<file path="config.mk">
export PLATFORM = sky130hd
export DESIGN_NAME = status_line_receiver_core
export DESIGN_NICKNAME = d
export VERILOG_FILES = /design/src/rtl/slr_pkg.sv /design/src/rtl/slr_cfg.sv /design/src/rtl/slr_line_proc.sv /design/src/rtl/status_line_receiver_core.sv
export SDC_FILE = /design/constraint.sdc
export NUM_CORES = 1
export LEC_CHECK = 0
export BUFFER_PORTS_ARGS = -buffer_cell sky130_fd_sc_hd__buf_2
export CAP_MARGIN = 20
export CORE_MARGIN = 4
export CORE_UTILIZATION = 45
export CTS_BUF_LIST = sky130_fd_sc_hd__clkbuf_4 sky130_fd_sc_hd__clkbuf_8
export DETAILED_ROUTE_END_ITERATION = 8
export PLACE_DENSITY = 0.75
export SYNTH_ARGS = -nofsm -noshare
export SYNTH_HDL_FRONTEND = slang
export SYNTH_SLANG_ARGS = --single-unit
</file>
<file path="constraint.sdc">
create_clock -name clk -period 2.9 [get_ports clk]
set_clock_uncertainty 0.05 [all_clocks]
set_input_delay 0.435 -clock clk [delete_from_list [all_inputs] [get_ports clk]]
set_output_delay 0.435 -clock clk [all_outputs]
set_load 0.01 [all_outputs]
</file>
<file path="src/rtl/slr_pkg.sv">
// ----------------------------------------------------------------------------
// slr_pkg
// Shared types, constants and helpers for the status line receiver.
// ----------------------------------------------------------------------------
package slr_pkg;

  // Default line buffer size in bytes (legal range 10 to 255)
  localparam int unsigned LINE_BUFFER_SIZE_DEF = 32;

  // Configuration port
  localparam int unsigned CFG_DATA_W = 32;
  localparam int unsigned CFG_ADDR_W = 3;
  localparam logic [7:0]  BAND_LIMIT_RST = 8'd10;

  // Register indexes
  typedef enum logic {
    REG_BAND_LIMIT = 1'b0,
    REG_UNUSED     = 1'b1
  } cfg_reg_t;

  // Input item kinds
  typedef enum logic {
    KIND_BYTE    = 1'b0,
    KIND_TIMEOUT = 1'b1
  } item_kind_t;

  // Characters of interest
  localparam logic [7:0] CHR_NL   = 8'h0A;
  localparam logic [7:0] CHR_NUL  = 8'h00;
  localparam logic [7:0] CHR_DEV  = 8'h44; // 'D'
  localparam logic [7:0] CHR_PC   = 8'h50; // 'P'
  localparam logic [7:0] CHR_STAT = 8'h53; // 'S'

  // Text length is only compared against small values: saturate early
  localparam int unsigned TLEN_W = 4;
  localparam logic [TLEN_W-1:0] TLEN_SAT    = 4'd9;
  localparam logic [TLEN_W-1:0] TLEN_STATUS = 4'd8;
  localparam logic [TLEN_W-1:0] TLEN_MIN    = 4'd2;
  localparam logic [TLEN_W-1:0] TLEN_BAND_LAST = 4'd3;
  localparam logic [TLEN_W-1:0] TLEN_HEX_LAST  = 4'd7;

  // One result item
  typedef struct packed {
    logic        line_valid;
    logic        pc_mode;
    logic        status_accepted;
    logic        update_needed;
    logic [7:0]  peer_band;
    logic [15:0] peer_antenna;
  } slr_result_t;

  // Hex digit decode: {bad, value}; bad digits give value 0
  function automatic logic [4:0] hex_decode(input logic [7:0] c);
    logic [4:0] r;
    begin
      r = 5'h10;
      if (c >= 8'h30 && c <= 8'h39) begin
        r = {1'b0, 4'(c - 8'h30)};
      end else if (c >= 8'h41 && c <= 8'h46) begin
        r = {1'b0, 4'(c - 8'h37)};
      end else if (c >= 8'h61 && c <= 8'h66) begin
        r = {1'b0, 4'(c - 8'h57)};
      end
      return r;
    end
  endfunction

endpackage

</file>
<file path="src/rtl/slr_cfg.sv">
// ----------------------------------------------------------------------------
// slr_cfg
// APB-style register file holding the band limit.
// ----------------------------------------------------------------------------
module slr_cfg (
  input  logic                          clk,
  input  logic                          rst_n,
  input  logic                          psel,
  input  logic                          penable,
  input  logic                          pwrite,
  input  logic [slr_pkg::CFG_ADDR_W-1:0] paddr,
  input  logic [slr_pkg::CFG_DATA_W-1:0] pwdata,
  output logic [slr_pkg::CFG_DATA_W-1:0] prdata,
  output logic                          pready,
  output logic [7:0]                    band_limit
);
  import slr_pkg::*;

  logic [7:0] band_limit_r;
  logic       wr_en;
  cfg_reg_t   reg_sel;

  assign pready  = 1'b1;
  assign reg_sel = cfg_reg_t'(paddr[2]);
  assign wr_en   = psel && penable && pwrite;

  // register write
  always_ff @(posedge clk) begin
    if (!rst_n) begin
      band_limit_r <= BAND_LIMIT_RST;
    end else if (wr_en && reg_sel == REG_BAND_LIMIT) begin
      band_limit_r <= pwdata[7:0];
    end
  end

  // read back
  always_comb begin
    case (reg_sel)
      REG_BAND_LIMIT: prdata = {{(CFG_DATA_W-8){1'b0}}, band_limit_r};
      default:        prdata = '0;
    endcase
  end

  assign band_limit = band_limit_r;

endmodule

</file>
<file path="src/rtl/slr_line_proc.sv">
// ----------------------------------------------------------------------------
// slr_line_proc
// Line framing state and classification of a finished line.
// ----------------------------------------------------------------------------
module slr_line_proc #(
  parameter int unsigned LINE_BUFFER_SIZE = slr_pkg::LINE_BUFFER_SIZE_DEF
) (
  input  logic                 clk,
  input  logic                 rst_n,
  input  logic                 item_fire,
  input  logic                 item_kind,
  input  logic [7:0]           item_byte,
  input  logic [7:0]           band_limit,
  output logic                 has_result,
  output slr_pkg::slr_result_t res
);
  import slr_pkg::*;

  localparam int unsigned CNT_W = $clog2(LINE_BUFFER_SIZE + 1);
  localparam logic [CNT_W-1:0] CNT_FULL = CNT_W'(LINE_BUFFER_SIZE);

  logic [CNT_W-1:0]  line_cnt_r, line_cnt_nxt, cnt_inc;
  logic [TLEN_W-1:0] tlen_r, tlen_nxt;
  logic              zero_seen_r, zero_seen_nxt;
  logic [7:0]        sender_r, sender_nxt;
  logic [7:0]        type_r, type_nxt;
  logic              hex_ok_r, hex_ok_nxt;
  logic [7:0]        band_acc_r, band_acc_nxt;
  logic [15:0]       ant_acc_r, ant_acc_nxt;
  logic [7:0]        st_band_r, st_band_nxt;
  logic [15:0]       st_ant_r, st_ant_nxt;
  logic              link_up_r, link_up_nxt;
  logic              pc_mode_r, pc_mode_nxt;

  logic              is_dev, is_pc, long_enough, valid, accepted, update;
  logic              mode_after;
  logic              cnt_full, is_byte;
  logic [4:0]        hex;

  assign is_byte  = (item_kind_t'(item_kind) == KIND_BYTE);
  assign cnt_full = (line_cnt_r >= CNT_FULL);
  assign cnt_inc  = line_cnt_r + 1'b1;
  assign hex      = hex_decode(item_byte);

  // classification of the line held so far
  assign long_enough = (tlen_r >= TLEN_MIN);
  assign is_dev      = long_enough && (sender_r == CHR_DEV);
  assign is_pc       = long_enough && (sender_r == CHR_PC);
  assign valid       = is_dev || is_pc;
  assign accepted    = is_dev && (type_r == CHR_STAT) && (tlen_r == TLEN_STATUS) &&
                       hex_ok_r && (band_acc_r <= band_limit);
  assign update      = accepted && ((band_acc_r != st_band_r) ||
                       (ant_acc_r != st_ant_r) || !link_up_r);
  assign mode_after  = is_dev ? 1'b0 : (is_pc ? 1'b1 : pc_mode_r);

  assign has_result  = is_byte && !cnt_full && (item_byte == CHR_NL);

  // result fields reflect the state after the line
  always_comb begin
    res.line_valid      = valid;
    res.pc_mode         = mode_after;
    res.status_accepted = accepted;
    res.update_needed   = update;
    res.peer_band       = accepted ? band_acc_r : st_band_r;
    res.peer_antenna    = accepted ? ant_acc_r  : st_ant_r;
  end

  // next state for one item
  always_comb begin
    line_cnt_nxt  = line_cnt_r;
    tlen_nxt      = tlen_r;
    zero_seen_nxt = zero_seen_r;
    sender_nxt    = sender_r;
    type_nxt      = type_r;
    hex_ok_nxt    = hex_ok_r;
    band_acc_nxt  = band_acc_r;
    ant_acc_nxt   = ant_acc_r;
    st_band_nxt   = st_band_r;
    st_ant_nxt    = st_ant_r;
    link_up_nxt   = link_up_r;
    pc_mode_nxt   = pc_mode_r;
    if (!is_byte) begin
      link_up_nxt = 1'b0;
    end else if (!cnt_full) begin
      line_cnt_nxt = cnt_inc;
      if (item_byte == CHR_NL) begin
        // finish line
        pc_mode_nxt = mode_after;
        if (valid) begin
          link_up_nxt = 1'b1;
        end
        if (accepted) begin
          st_band_nxt = band_acc_r;
          st_ant_nxt  = ant_acc_r;
        end
      end else begin
        if (!zero_seen_r) begin
          if (item_byte == CHR_NUL) begin
            zero_seen_nxt = 1'b1;
          end else begin
            // take a text character
            if (tlen_r == '0) begin
              sender_nxt = item_byte;
            end else if (tlen_r == TLEN_W'(1)) begin
              type_nxt = item_byte;
            end else if (tlen_r <= TLEN_HEX_LAST) begin
              if (hex[4]) begin
                hex_ok_nxt = 1'b0;
              end
              if (tlen_r <= TLEN_BAND_LAST) begin
                band_acc_nxt = {band_acc_r[3:0], hex[3:0]};
              end else begin
                ant_acc_nxt = {ant_acc_r[11:0], hex[3:0]};
              end
            end
            if (tlen_r < TLEN_SAT) begin
              tlen_nxt = tlen_r + 1'b1;
            end
          end
        end
      end
      // newline or overflow: start a fresh line
      if (item_byte == CHR_NL || cnt_inc == CNT_FULL) begin
        line_cnt_nxt  = '0;
        tlen_nxt      = '0;
        zero_seen_nxt = 1'b0;
        sender_nxt    = '0;
        type_nxt      = '0;
        hex_ok_nxt    = 1'b1;
        band_acc_nxt  = '0;
        ant_acc_nxt   = '0;
      end
    end
  end

  // state registers
  always_ff @(posedge clk) begin
    if (!rst_n) begin
      line_cnt_r  <= '0;
      tlen_r      <= '0;
      zero_seen_r <= 1'b0;
      sender_r    <= '0;
      type_r      <= '0;
      hex_ok_r    <= 1'b1;
      band_acc_r  <= '0;
      ant_acc_r   <= '0;
      st_band_r   <= '0;
      st_ant_r    <= '0;
      link_up_r   <= 1'b0;
      pc_mode_r   <= 1'b0;
    end else if (item_fire) begin
      line_cnt_r  <= line_cnt_nxt;
      tlen_r      <= tlen_nxt;
      zero_seen_r <= zero_seen_nxt;
      sender_r    <= sender_nxt;
      type_r      <= type_nxt;
      hex_ok_r    <= hex_ok_nxt;
      band_acc_r  <= band_acc_nxt;
      ant_acc_r   <= ant_acc_nxt;
      st_band_r   <= st_band_nxt;
      st_ant_r    <= st_ant_nxt;
      link_up_r   <= link_up_nxt;
      pc_mode_r   <= pc_mode_nxt;
    end
  end

endmodule

</file>
<file path="src/rtl/status_line_receiver_core.sv">
// ----------------------------------------------------------------------------
// status_line_receiver_core
// Frames received bytes into lines and reports classified status lines.
//
//   channel  | direction | handshake          | payload
//   ---------+-----------+--------------------+--------------------------------
//   in_      | input     | in_valid/in_stall  | kind, rx_byte
//   out_     | output    | out_valid/out_stall| line_valid .. peer_antenna
//   cfg_     | input     | APB write/read     | band_limit at address 0
//
// One item per cycle while no stalled result holds it back: an input register
// feeds the line state update and the classifier, whose result is registered
// in the output register.
// Reset is synchronous; all line state and the band limit reset at once.
// A stalled result blocks only items that produce a result; others pass.
// ----------------------------------------------------------------------------
module status_line_receiver_core #(
  parameter int unsigned LINE_BUFFER_SIZE = slr_pkg::LINE_BUFFER_SIZE_DEF
) (
  input  logic                           clk,
  input  logic                           rst_n,
  // input channel
  input  logic                           in_valid,
  output logic                           in_stall,
  input  logic                           in_kind,
  input  logic [7:0]                     in_rx_byte,
  // result channel
  output logic                           out_valid,
  input  logic                           out_stall,
  output logic                           out_line_valid,
  output logic                           out_pc_mode,
  output logic                           out_status_accepted,
  output logic                           out_update_needed,
  output logic [7:0]                     out_peer_band,
  output logic [15:0]                    out_peer_antenna,
  // configuration
  input  logic                           cfg_psel,
  input  logic                           cfg_penable,
  input  logic                           cfg_pwrite,
  input  logic [slr_pkg::CFG_ADDR_W-1:0] cfg_paddr,
  input  logic [slr_pkg::CFG_DATA_W-1:0] cfg_pwdata,
  output logic [slr_pkg::CFG_DATA_W-1:0] cfg_prdata,
  output logic                           cfg_pready
);
  import slr_pkg::*;

  logic        s1_valid_r;
  logic        s1_kind_r;
  logic [7:0]  s1_byte_r;
  logic        s1_fire, s1_has_res, in_take;
  logic        out_free;
  logic [7:0]  band_limit;
  slr_result_t s1_res;
  logic        out_valid_r;
  slr_result_t out_res_r;

  // configuration registers
  slr_cfg u_cfg (
    .clk        (clk),
    .rst_n      (rst_n),
    .psel       (cfg_psel),
    .penable    (cfg_penable),
    .pwrite     (cfg_pwrite),
    .paddr      (cfg_paddr),
    .pwdata     (cfg_pwdata),
    .prdata     (cfg_prdata),
    .pready     (cfg_pready),
    .band_limit (band_limit)
  );

  // stage advance: an item with a result needs room in the output register
  assign out_free = !out_valid_r || !out_stall;
  assign s1_fire  = s1_valid_r && (!s1_has_res || out_free);
  assign in_stall = s1_valid_r && !s1_fire;
  assign in_take  = in_valid && !in_stall;

  // input register
  always_ff @(posedge clk) begin
    if (!rst_n) begin
      s1_valid_r <= 1'b0;
    end else if (in_take || s1_fire) begin
      s1_valid_r <= in_take;
    end
  end

  always_ff @(posedge clk) begin
    if (in_take) begin
      s1_kind_r <= in_kind;
      s1_byte_r <= in_rx_byte;
    end
  end

  // line state and classifier
  slr_line_proc #(
    .LINE_BUFFER_SIZE (LINE_BUFFER_SIZE)
  ) u_line (
    .clk        (clk),
    .rst_n      (rst_n),
    .item_fire  (s1_fire),
    .item_kind  (s1_kind_r),
    .item_byte  (s1_byte_r),
    .band_limit (band_limit),
    .has_result (s1_has_res),
    .res        (s1_res)
  );

  // result register
  always_ff @(posedge clk) begin
    if (!rst_n) begin
      out_valid_r <= 1'b0;
    end else if (s1_fire && s1_has_res) begin
      out_valid_r <= 1'b1;
    end else if (!out_stall) begin
      out_valid_r <= 1'b0;
    end
  end

  always_ff @(posedge clk) begin
    if (s1_fire && s1_has_res) begin
      out_res_r <= s1_res;
    end
  end

  assign out_valid           = out_valid_r;
  assign out_line_valid      = out_res_r.line_valid;
  assign out_pc_mode         = out_res_r.pc_mode;
  assign out_status_accepted = out_res_r.status_accepted;
  assign out_update_needed   = out_res_r.update_needed;
  assign out_peer_band       = out_res_r.peer_band;
  assign out_peer_antenna    = out_res_r.peer_antenna;

  // checks
  a_update_implies_accept: assert property (@(posedge clk) disable iff (!rst_n)
    out_valid_r |-> (!out_res_r.update_needed || out_res_r.status_accepted))
    else $error("update flagged without a stored status");

  a_accept_is_device: assert property (@(posedge clk) disable iff (!rst_n)
    (out_valid_r && out_res_r.status_accepted) |->
      (out_res_r.line_valid && !out_res_r.pc_mode))
    else $error("status stored from a line that is not a device line");

  a_result_not_lost: assert property (@(posedge clk) disable iff (!rst_n)
    (out_valid_r && out_stall) |=> (out_valid_r && $stable(out_res_r)))
    else $error("stalled result changed or dropped");

  a_stall_needs_item: assert property (@(posedge clk) disable iff (!rst_n)
    !s1_valid_r |-> !in_stall)
    else $error("input stalled with an empty input register");

endmodule

</file>
==> results.txt, run 1 <==
Status: finished, final reports clean
Yosys warns: 0
Number of synthesized flops with an enable pin: 37
# DRC: 0
CTS root buf: clkbuf_8
Placer Congestion: 0.819
Final core occ: 52.6%
Post-CTS setup buffer count: 0
Final worst path period share: 90.1%
Cts hold-fix bufs: 0
Fmax: 383 MHz
WP data required: 2410 ps
Leakage: 3.01 nW
Final ANT Viol Nets: 0
Layout net count: 730
First-pass GRT wire length: 21.0 mm
Top cells by area, synth: dfxtp_1 29%, edfxtp_1 18%, mux2i_1 4.2%
Fin. max-slew vios: 0
Clk slew on worst S/H paths: 70 ps
Setup_tns: 0 ps
Async SR Flop Fraction: 0%
DIE AREA: 15700 µm²
Standard-cell rows: 42
Max-Cap Viols: 0
Synthesized area: 6180 µm²
Area of the core: 13300 µm²
Max H-tree Level: 4
Post-synth top cells: 88 x dfxtp_1, 47 x nand2_1, 41 x nor2b_1
Register area share after synthesis: 46.5%
CP arrival: 2130 ps
Leading area contributor after synthesis: dfxtp_1
Die width: 125 µm
Post-Place Worst Slack: 379 ps
Share of layout cells above drive strength 1: 22.4%
Post-CTS sizing: 0
CTS sink count: 125
Syn-to-layout area delta: 13.6%
Port Buffers: 62
Detail Route met2 WL: 6.25 mm
Avg WL per Cell: 14.6 µm
Initial antenna violation count: 0
Total number of vias: 4384
Fin crit period: 2610 ps
# IOs: 114
CP Capture Type: primary output
DR WL met3: 579 µm
Worst setup margin: 287 ps
Non-filler instance count after layout: 849
PD cells: 528 nW/µm²
Routed length on met1: 5.42 mm
Drt total wl: 12.4 mm
Vias/cell: 5.16
Hold Violations, Final: 0
Detailed Place HPWL: 8.72 mm
Least-Margin Pin Slew: 615 ps
Critical setup path kind: reg -> out
Design area: 7020 µm²
Top FF cell, synth: dfxtp_1
Post-synthesis register bit count: 125
Peak VDD IR: 0.334 mV
Syn avg cell area: 10.4 µm²
Drt pass-1 iters: 4
Cells after Synth: 593
Final setup fails: 0
Unique masters post-synth: 62
Gr usage total: 16.2%
Launching element of the worst setup path: s1_byte_r[6]
Unrepaired setup endpoints after global routing: false
Pin count of the biggest net entering global routing: 33
Rel. slew slack: 58.9%
Min-Delay Startpoint: in_kind
Total gr overflow: 0
Most common cell in the synthesized netlist: dfxtp_1
Top sig layer: met4
Die H: 125 µm
Min-Delay Path Class: in -> reg
Max Root-Sink Buffers: 2
Drt first-iter violations: 292
Post-synth top area share: 28.5%
Vias in the first global route: 4333
Cts bufs inserted: 17
Placed Area: 6580 µm²
Critical Path Start Type: flop
CTS tree: yes
Max Fanout on Critical Path: 8
Antenna Diode Count: 0
Worst-Skew Late Latency: 440 ps
Inst Count DP: 817
Worst reg2reg path startpoint: s1_byte_r[1]
Initial core utilization: 46.3%
final timing paths:
check             slack, ps                    to  cells past startpoint
hold reg to reg         400      u_line.type_r[5]                      2
hold / removal          120             s1_kind_r                      1
setup / recovery        290              in_stall                      4
setup reg to reg        330  u_line.ant_acc_r[10]                      8
area by class of cell:
type | instances | area, µm²
clock inverter | 14 | 205
tap | 176 | 220
inverter | 18 | 67.6
sequential | 125 | 2870
timing repair buffer | 78 | 430
fill | 1187 | 6320
clock buffer | 18 | 241
multi-input combinational | 420 | 2990
worst max-delay path, cell delays in order (launching register included):
cell,delay [ps]
edfxtp_1,520
nor4_4,410
nand4b_4,240
nor3_1,340
buf_2,200
cell families (layout without fill, tap and decap cells):
kind of cell	count (synthesis)	after routing	share of synthesized area, %
XOR/XNOR	33	33	4.68
adder cells (fa/ha/maj)	19	19	3.85
AND/OR/NAND/NOR	197	197	18.3
other	2	25	0.122
flip-flops	125	125	46.5
AO/OA/AOI/OAI	96	96	11.0
buffers and inverters	71	128	6.62
multiplexers	50	50	8.89
sequential cells by signal (all words and copies together), names as in the netlist, 4 cells and up:
signal	count
out_peer_antenna	16
u_line.st_ant_r	16
u_line.band_acc_r	8
u_line.type_r	8
u_cfg.band_limit	8
u_line.ant_acc_r	16
s1_byte_r	8
out_peer_band	8
u_line.st_band_r	8
u_line.sender_r	8
u_line.tlen_r	4
u_line.line_cnt_r	6
metrics by stage:
step           total power, mW  hold slack (ps)
2_1_floorplan             2.02              380
3_3_place_gp              2.04              389
3_5_place_dp              2.05              393
4_1_cts                   3.74             93.5
5_1_grt                   3.85             82.2
6_report                  3.71              120
cells in the final DEF (no fill, tap or decap), drive strengths merged, types with 12 or more instances in the layout:
master  instances
dfxtp          88
buf            78
nand2          48
nor2b          41
nand3          39
edfxtp         37
mux2i          26
conb           25
mux2           24
inv            23
o21ai          22
nor2           21
a21boi         21
ha             19
xor2           18
clkbuf         18
xnor2          15
a22oi          12
per-layer routing:
layer	track usage (%)	vias to the layer above
li1	-	2174
met1	20.0	2102
met2	27.7	97
met3	4.48	11
met4	5.29	0
met5	0	-
power by group:
part	internal [mW]	switching, mW	leakage (nW)
clock network	0.963	0.733	0.219
registers	1.81	0.0326	1.11
logic	0.0690	0.0967	1.68
(Power assumes the default switching activity.)
==> inputs of run 2 (changes only) <==
--- a/config.mk
+++ b/config.mk
@@ -12,6 +12,7 @@
 export CTS_BUF_LIST = sky130_fd_sc_hd__clkbuf_4 sky130_fd_sc_hd__clkbuf_8
 export DETAILED_ROUTE_END_ITERATION = 8
 export PLACE_DENSITY = 0.75
+export RECOVER_POWER = 100
 export SYNTH_ARGS = -nofsm -noshare
 export SYNTH_HDL_FRONTEND = slang
 export SYNTH_SLANG_ARGS = --single-unit
==> run 2 against run 1 <==
Non-clock buffer count unchanged. Clock-buffer cell count unchanged. Sequential share of layout area up 0.55 points. Maximum frequency down 4.2%. Critical path type is now reg -> reg.
==> results.txt, run 2 (same netlist as run 1, synthesis figures left out) <==
Cts hold-fix bufs: 0
Layout net count: 730
Worst-Skew Late Latency: 440 ps
First-pass GRT wire length: 21.0 mm
Total number of vias: 4392
Die width: 125 µm
WP data required: 3040 ps
Hold Violations, Final: 0
Rel. slew slack: 18.4%
Antenna Diode Count: 0
Commonest non-fill, non-tap cell in the layout: dfxtp_1
Reg2Reg Depth: 8
CTS root buf: clkbuf_8
Critical Path Start Type: flop
Vias/cell: 5.17
Max-Cap Viols: 0
Initial antenna violation count: 0
CP Capture Type: flop
Max Fanout on Critical Path: 27
Critical setup path kind: reg -> reg
Peak VDD IR: 0.333 mV
# IOs: 114
Final setup fails: 0
Final worst path period share: 94.1%
Design area: 6930 µm²
Leakage: 2.83 nW
Non-filler instance count after layout: 849
Share of layout cells above drive strength 1: 15.9%
Drt total wl: 12.5 mm
Gr usage total: 16.2%
WHS Endpoint: s1_kind_r
Max H-tree Level: 4
Cts bufs inserted: 17
Unrepaired setup endpoints after global routing: false
Drt first-iter violations: 354
Post-CTS setup buffer count: 0
Drt pass-1 iters: 5
Min-Delay Startpoint: in_kind
Max Root-Sink Buffers: 2
CP arrival: 2870 ps
Slowest-stage cell, CP: mux2_2
Die H: 125 µm
Worst reg2reg path startpoint: u_cfg.band_limit[2]
Final ANT Viol Nets: 0
Standard-cell rows: 42
Status: finished, final reports clean
Fin crit period: 2730 ps
PD cells: 535 nW/µm²
Area of the core: 13300 µm²
Critical R2R Capture: out_peer_antenna[8]
Detailed Place HPWL: 8.72 mm
Most frequent cells in the layout: 88 x dfxtp_1, 47 x nand2_1, 42 x clkbuf_1
Crit-path cells: inv_1, ha_1, and4b_1, a211o_1, o211ai_1, buf_4, nand2_2, mux2_2
Worst R2R Setup Slack: 170 ps
Inst Count DP: 817
Pin count of the biggest net entering global routing: 33
Fmax: 366 MHz
Min-Delay Path Class: in -> reg
Avg WL per Cell: 14.7 µm
Port Buffers: 62
DIE AREA: 15700 µm²
Final core occ: 51.9%
Initial core utilization: 46.3%
Clk slew on worst S/H paths: 80 ps
Setup_tns: 0 ps
Delay of the slowest critical-path stage: 460 ps
Placed Area: 6580 µm²
Post-CTS sizing: 0
Least-Margin Pin Slew: 1220 ps
Cell depth of the worst min-delay path: 1
Vias in the first global route: 4333
Total gr overflow: 0
Fin. max-slew vios: 0
# DRC: 0
Placer Congestion: 0.819
CTS tree: yes
Syn-to-layout area delta: 12.1%
CTS sink count: 125
## run 2: cell count changes in the layout (fill, tap and decap cells not counted), sizes merged
| cell | delta |
|---|---|
| buf | -44 |
| clkbuf | +44 |
## run 2: final cells by class
cell class / count / area (µm²)
multi-input cells: 420 / 2960
clock inverters: 14 / 205
clock buffers: 18 / 241
fillers: 1206 / 6420
flip-flops and latches: 125 / 2870
repair buffers: 78 / 365
well taps: 176 / 220
inverters: 18 / 67.6
## run 2: per-stage QoR
stage	power, mW	setup WS, ps	hold WS, ps
finish	3.71	171	116
global placement	2.04	436	389
CTS	3.74	246	93.5
floorplan	2.02	148	380
global route	3.84	46.8	82.2
detailed placement	2.05	379	393
## run 2: worst max-delay path by stage
stage	from	endpoint	slack, ps	depth (start not counted)
5_1_grt	u_line.tlen_r[0]	out_peer_antenna[5]	50	7
3_5_place_dp	u_line.tlen_r[0]	out_peer_antenna[15]	380	7
3_3_place_gp	u_line.tlen_r[1]	out_peer_band[7]	440	7
2_1_floorplan	s1_byte_r[6]	u_line.st_ant_r[0]	150	7
4_1_cts	s1_byte_r[6]	in_stall	250	4
6_report	u_cfg.band_limit[2]	out_peer_antenna[8]	170	8
## run 2: critical path, delay by kind of cell (launching register included)
family,cells,cell delay [ps]
flip-flops,1,340
AO/OA/AOI/OAI,2,430
adder cells (fa/ha/maj),1,330
multiplexers,1,460
AND/OR/NAND/NOR,2,630
buffers and inverters,2,220
## run 2: routing by layer
metal / vias to the layer above / global-route usage [%] / wire length (µm) / part of all wire, %
met2: 101 / 27.7 / 6390 / 51
met4: 0 / 5.29 / 102 / 0.82
met5: - / 0 / 0 / 0
met1: 2102 / 20.0 / 5360 / 43
met3: 13 / 4.48 / 618 / 5.0
li1: 2176 / - / - / -
## run 2: power by group
| part | internal [mW] | leakage [nW] | switching, mW |
|---|---|---|---|
| logic | 0.0663 | 1.50 | 0.0950 |
| registers | 1.81 | 1.11 | 0.0325 |
| clock network | 0.963 | 0.219 | 0.737 |
==> inputs of run 3 (changes only) <==
--- a/config.mk
+++ b/config.mk
@@ -5,13 +5,13 @@
 export SDC_FILE = /design/constraint.sdc
 export NUM_CORES = 1
 export LEC_CHECK = 0
-export BUFFER_PORTS_ARGS = -buffer_cell sky130_fd_sc_hd__buf_2
 export CAP_MARGIN = 20
 export CORE_MARGIN = 4
 export CORE_UTILIZATION = 45
 export CTS_BUF_LIST = sky130_fd_sc_hd__clkbuf_4 sky130_fd_sc_hd__clkbuf_8
 export DETAILED_ROUTE_END_ITERATION = 8
-export PLACE_DENSITY = 0.75
+export DONT_BUFFER_PORTS = 1
+export PLACE_DENSITY = 0.68
 export RECOVER_POWER = 100
 export SYNTH_ARGS = -nofsm -noshare
 export SYNTH_HDL_FRONTEND = slang
==> run 3 against run 2 <==
First-iteration DRC count decreased by 45%. Sequential power about the same. Die area unchanged. Global-route usage decreased by 0.24 points. Critical path depth decreased by 2. Via count decreased by 6.3%. Sequential cell count unchanged. Utilization decreased by 1.7 points. Critical endpoint is now u_line.pc_mode_r. Highest routed layer unchanged.
==> results.txt, run 3 (same netlist as run 1, synthesis figures left out) <==
Detailed Place HPWL: 8.44 mm
Reg2Reg Depth: 6
Fin. max-slew vios: 0
Vias/cell: 5.18
Post-CTS setup buffer count: 0
Critical setup path kind: reg -> reg
Final setup fails: 0
Port Buffers: 0
Drt total wl: 12.3 mm
Sw Ratio: 25.1%
Launching element of the worst setup path: s1_byte_r[7]
Most frequent cells in the layout: 88 x dfxtp_1, 47 x nand2_1, 41 x nor2b_1
Pin count of the biggest net entering global routing: 92
Post-Place Worst Slack: 380 ps
Drt pass-1 iters: 4
Standard-cell rows: 42
Total gr overflow: 0
Drt first-iter violations: 195
Peak VDD IR: 0.287 mV
Worst-Skew Late Latency: 450 ps
Fmax: 378 MHz
Die width: 125 µm
First-pass GRT wire length: 20.2 mm
WP data required: 3190 ps
Setup_tns: 0 ps
Die H: 125 µm
CTS root buf: clkbuf_8
Status: finished, final reports clean
Area of the core: 13300 µm²
Worst setup path endpoint: u_line.pc_mode_r
Worst setup margin: 256 ps
P_sw: 0.895 mW
Fin crit period: 2640 ps
Clock group share of total power: 44.5%
Internal power: 2.67 mW
Max Root-Sink Buffers: 2
Hold Violations, Final: 0
Clk slew on worst S/H paths: 80 ps
CP Capture Type: flop
Critical R2R Capture: u_line.pc_mode_r
Max Fanout on Critical Path: 12
# IOs: 114
Unrepaired setup endpoints after global routing: false
Avg WL per Cell: 15.5 µm
PD cells: 531 nW/µm²
DIE AREA: 15700 µm²
Rel. slew slack: 48.5%
Final ANT Viol Nets: 0
Syn-to-layout area delta: 8.46%
Layout net count: 675
Total number of vias: 4114
Share of layout cells above drive strength 1: 12.5%
Max-Cap Viols: 0
CP arrival: 2930 ps
CTS sink count: 125
Worst R2R Setup Slack: 260 ps
Gr usage total: 16.0%
Leakage: 2.70 nW
Worst reg2reg path startpoint: s1_byte_r[7]
Non-filler instance count after layout: 794
Least-Margin Pin Slew: 773 ps
Critical Path Start Type: flop
Initial core utilization: 46.3%
Initial antenna violation count: 0
# DRC: 0
Min-Delay Path Class: in -> reg
Placer Congestion: 0.765
Antenna Diode Count: 0
Comb power frac: 3.7%
Final worst path period share: 91.2%
CTS tree: yes
Max H-tree Level: 4
Seq pwr share: 51.8%
Commonest non-fill, non-tap cell in the layout: dfxtp_1
Inst Count DP: 753
Cts bufs inserted: 17
Vias in the first global route: 4040
## run 3: critical path, cell delays in order, from the launching register on
cell      delay (ps)
edfxtp_1         530
nor4_4           420
nand4b_4         210
nor3b_2          360
clkbuf_1         630
mux2i_1          260
nor2b_1           60
## run 3: how the worst min path moves through the flow
| stage | depth (start not counted) | end | slack [ps] | from |
|---|---|---|---|---|
| finish | 1 | s1_valid_r | 60 | in_valid |
| floorplan | 2 | u_line.type_r[7] | 380 | u_line.type_r[7] |
| detailed placement | 2 | u_line.type_r[5] | 390 | u_line.type_r[5] |
| global placement | 2 | u_line.type_r[2] | 390 | u_line.type_r[2] |
| CTS | 0 | s1_kind_r | 3 | in_kind |
| global route | 1 | s1_valid_r | 30 | in_valid |
## run 3: power by group through the flow
stage	sequential, mW	combinational (mW)	clock (mW)
finish	1.84	0.133	1.59
detailed placement	1.88	0.126	0
CTS	1.84	0.135	1.63
global route	1.85	0.149	1.72
floorplan	1.87	0.149	0
global placement	1.88	0.122	0
## run 3: layer usage
layer,vias up,wire (µm),share of wire [%],track usage [%]
met2,84,6250,51,27.5
met5,-,0,0,0
met3,13,456,3.7,5.07
met1,1954,5410,44,19.0
met4,0,163,1.3,5.36
li1,2063,-,-,-
## run 3: per-stage QoR
stage / power (mW) / area (µm²) / utilization [%] / hold WS, ps
final: 3.56 / 6700 / 50.2 / 63.8
after global routing: 3.71 / 6700 / 50.2 / 30.3
after CTS: 3.61 / 6740 / 50.5 / 3.26
after detailed placement: 2.01 / 6250 / 46.8 / 392
after global placement: 2.00 / 6250 / 46.8 / 390
after floorplan: 2.02 / 6270 / - / 380
## run 3: what timing repair did
action	CTS	global route
hold buffers	8	1
hold endpoints to repair	8	1
setup endpoints to repair	0	0
gates resized for setup	0	0
## run 3: area by class of cell
cell class | instances | area [µm²]
Tap cell | 176 | 220
Inverter | 18 | 67.6
Clock inverter | 15 | 176
Timing Repair Buffer | 23 | 180
Multi-Input combinational cell | 420 | 2950
Fill cell | 1235 | 6640
Clock buffer | 17 | 234
Sequential cell | 125 | 2870
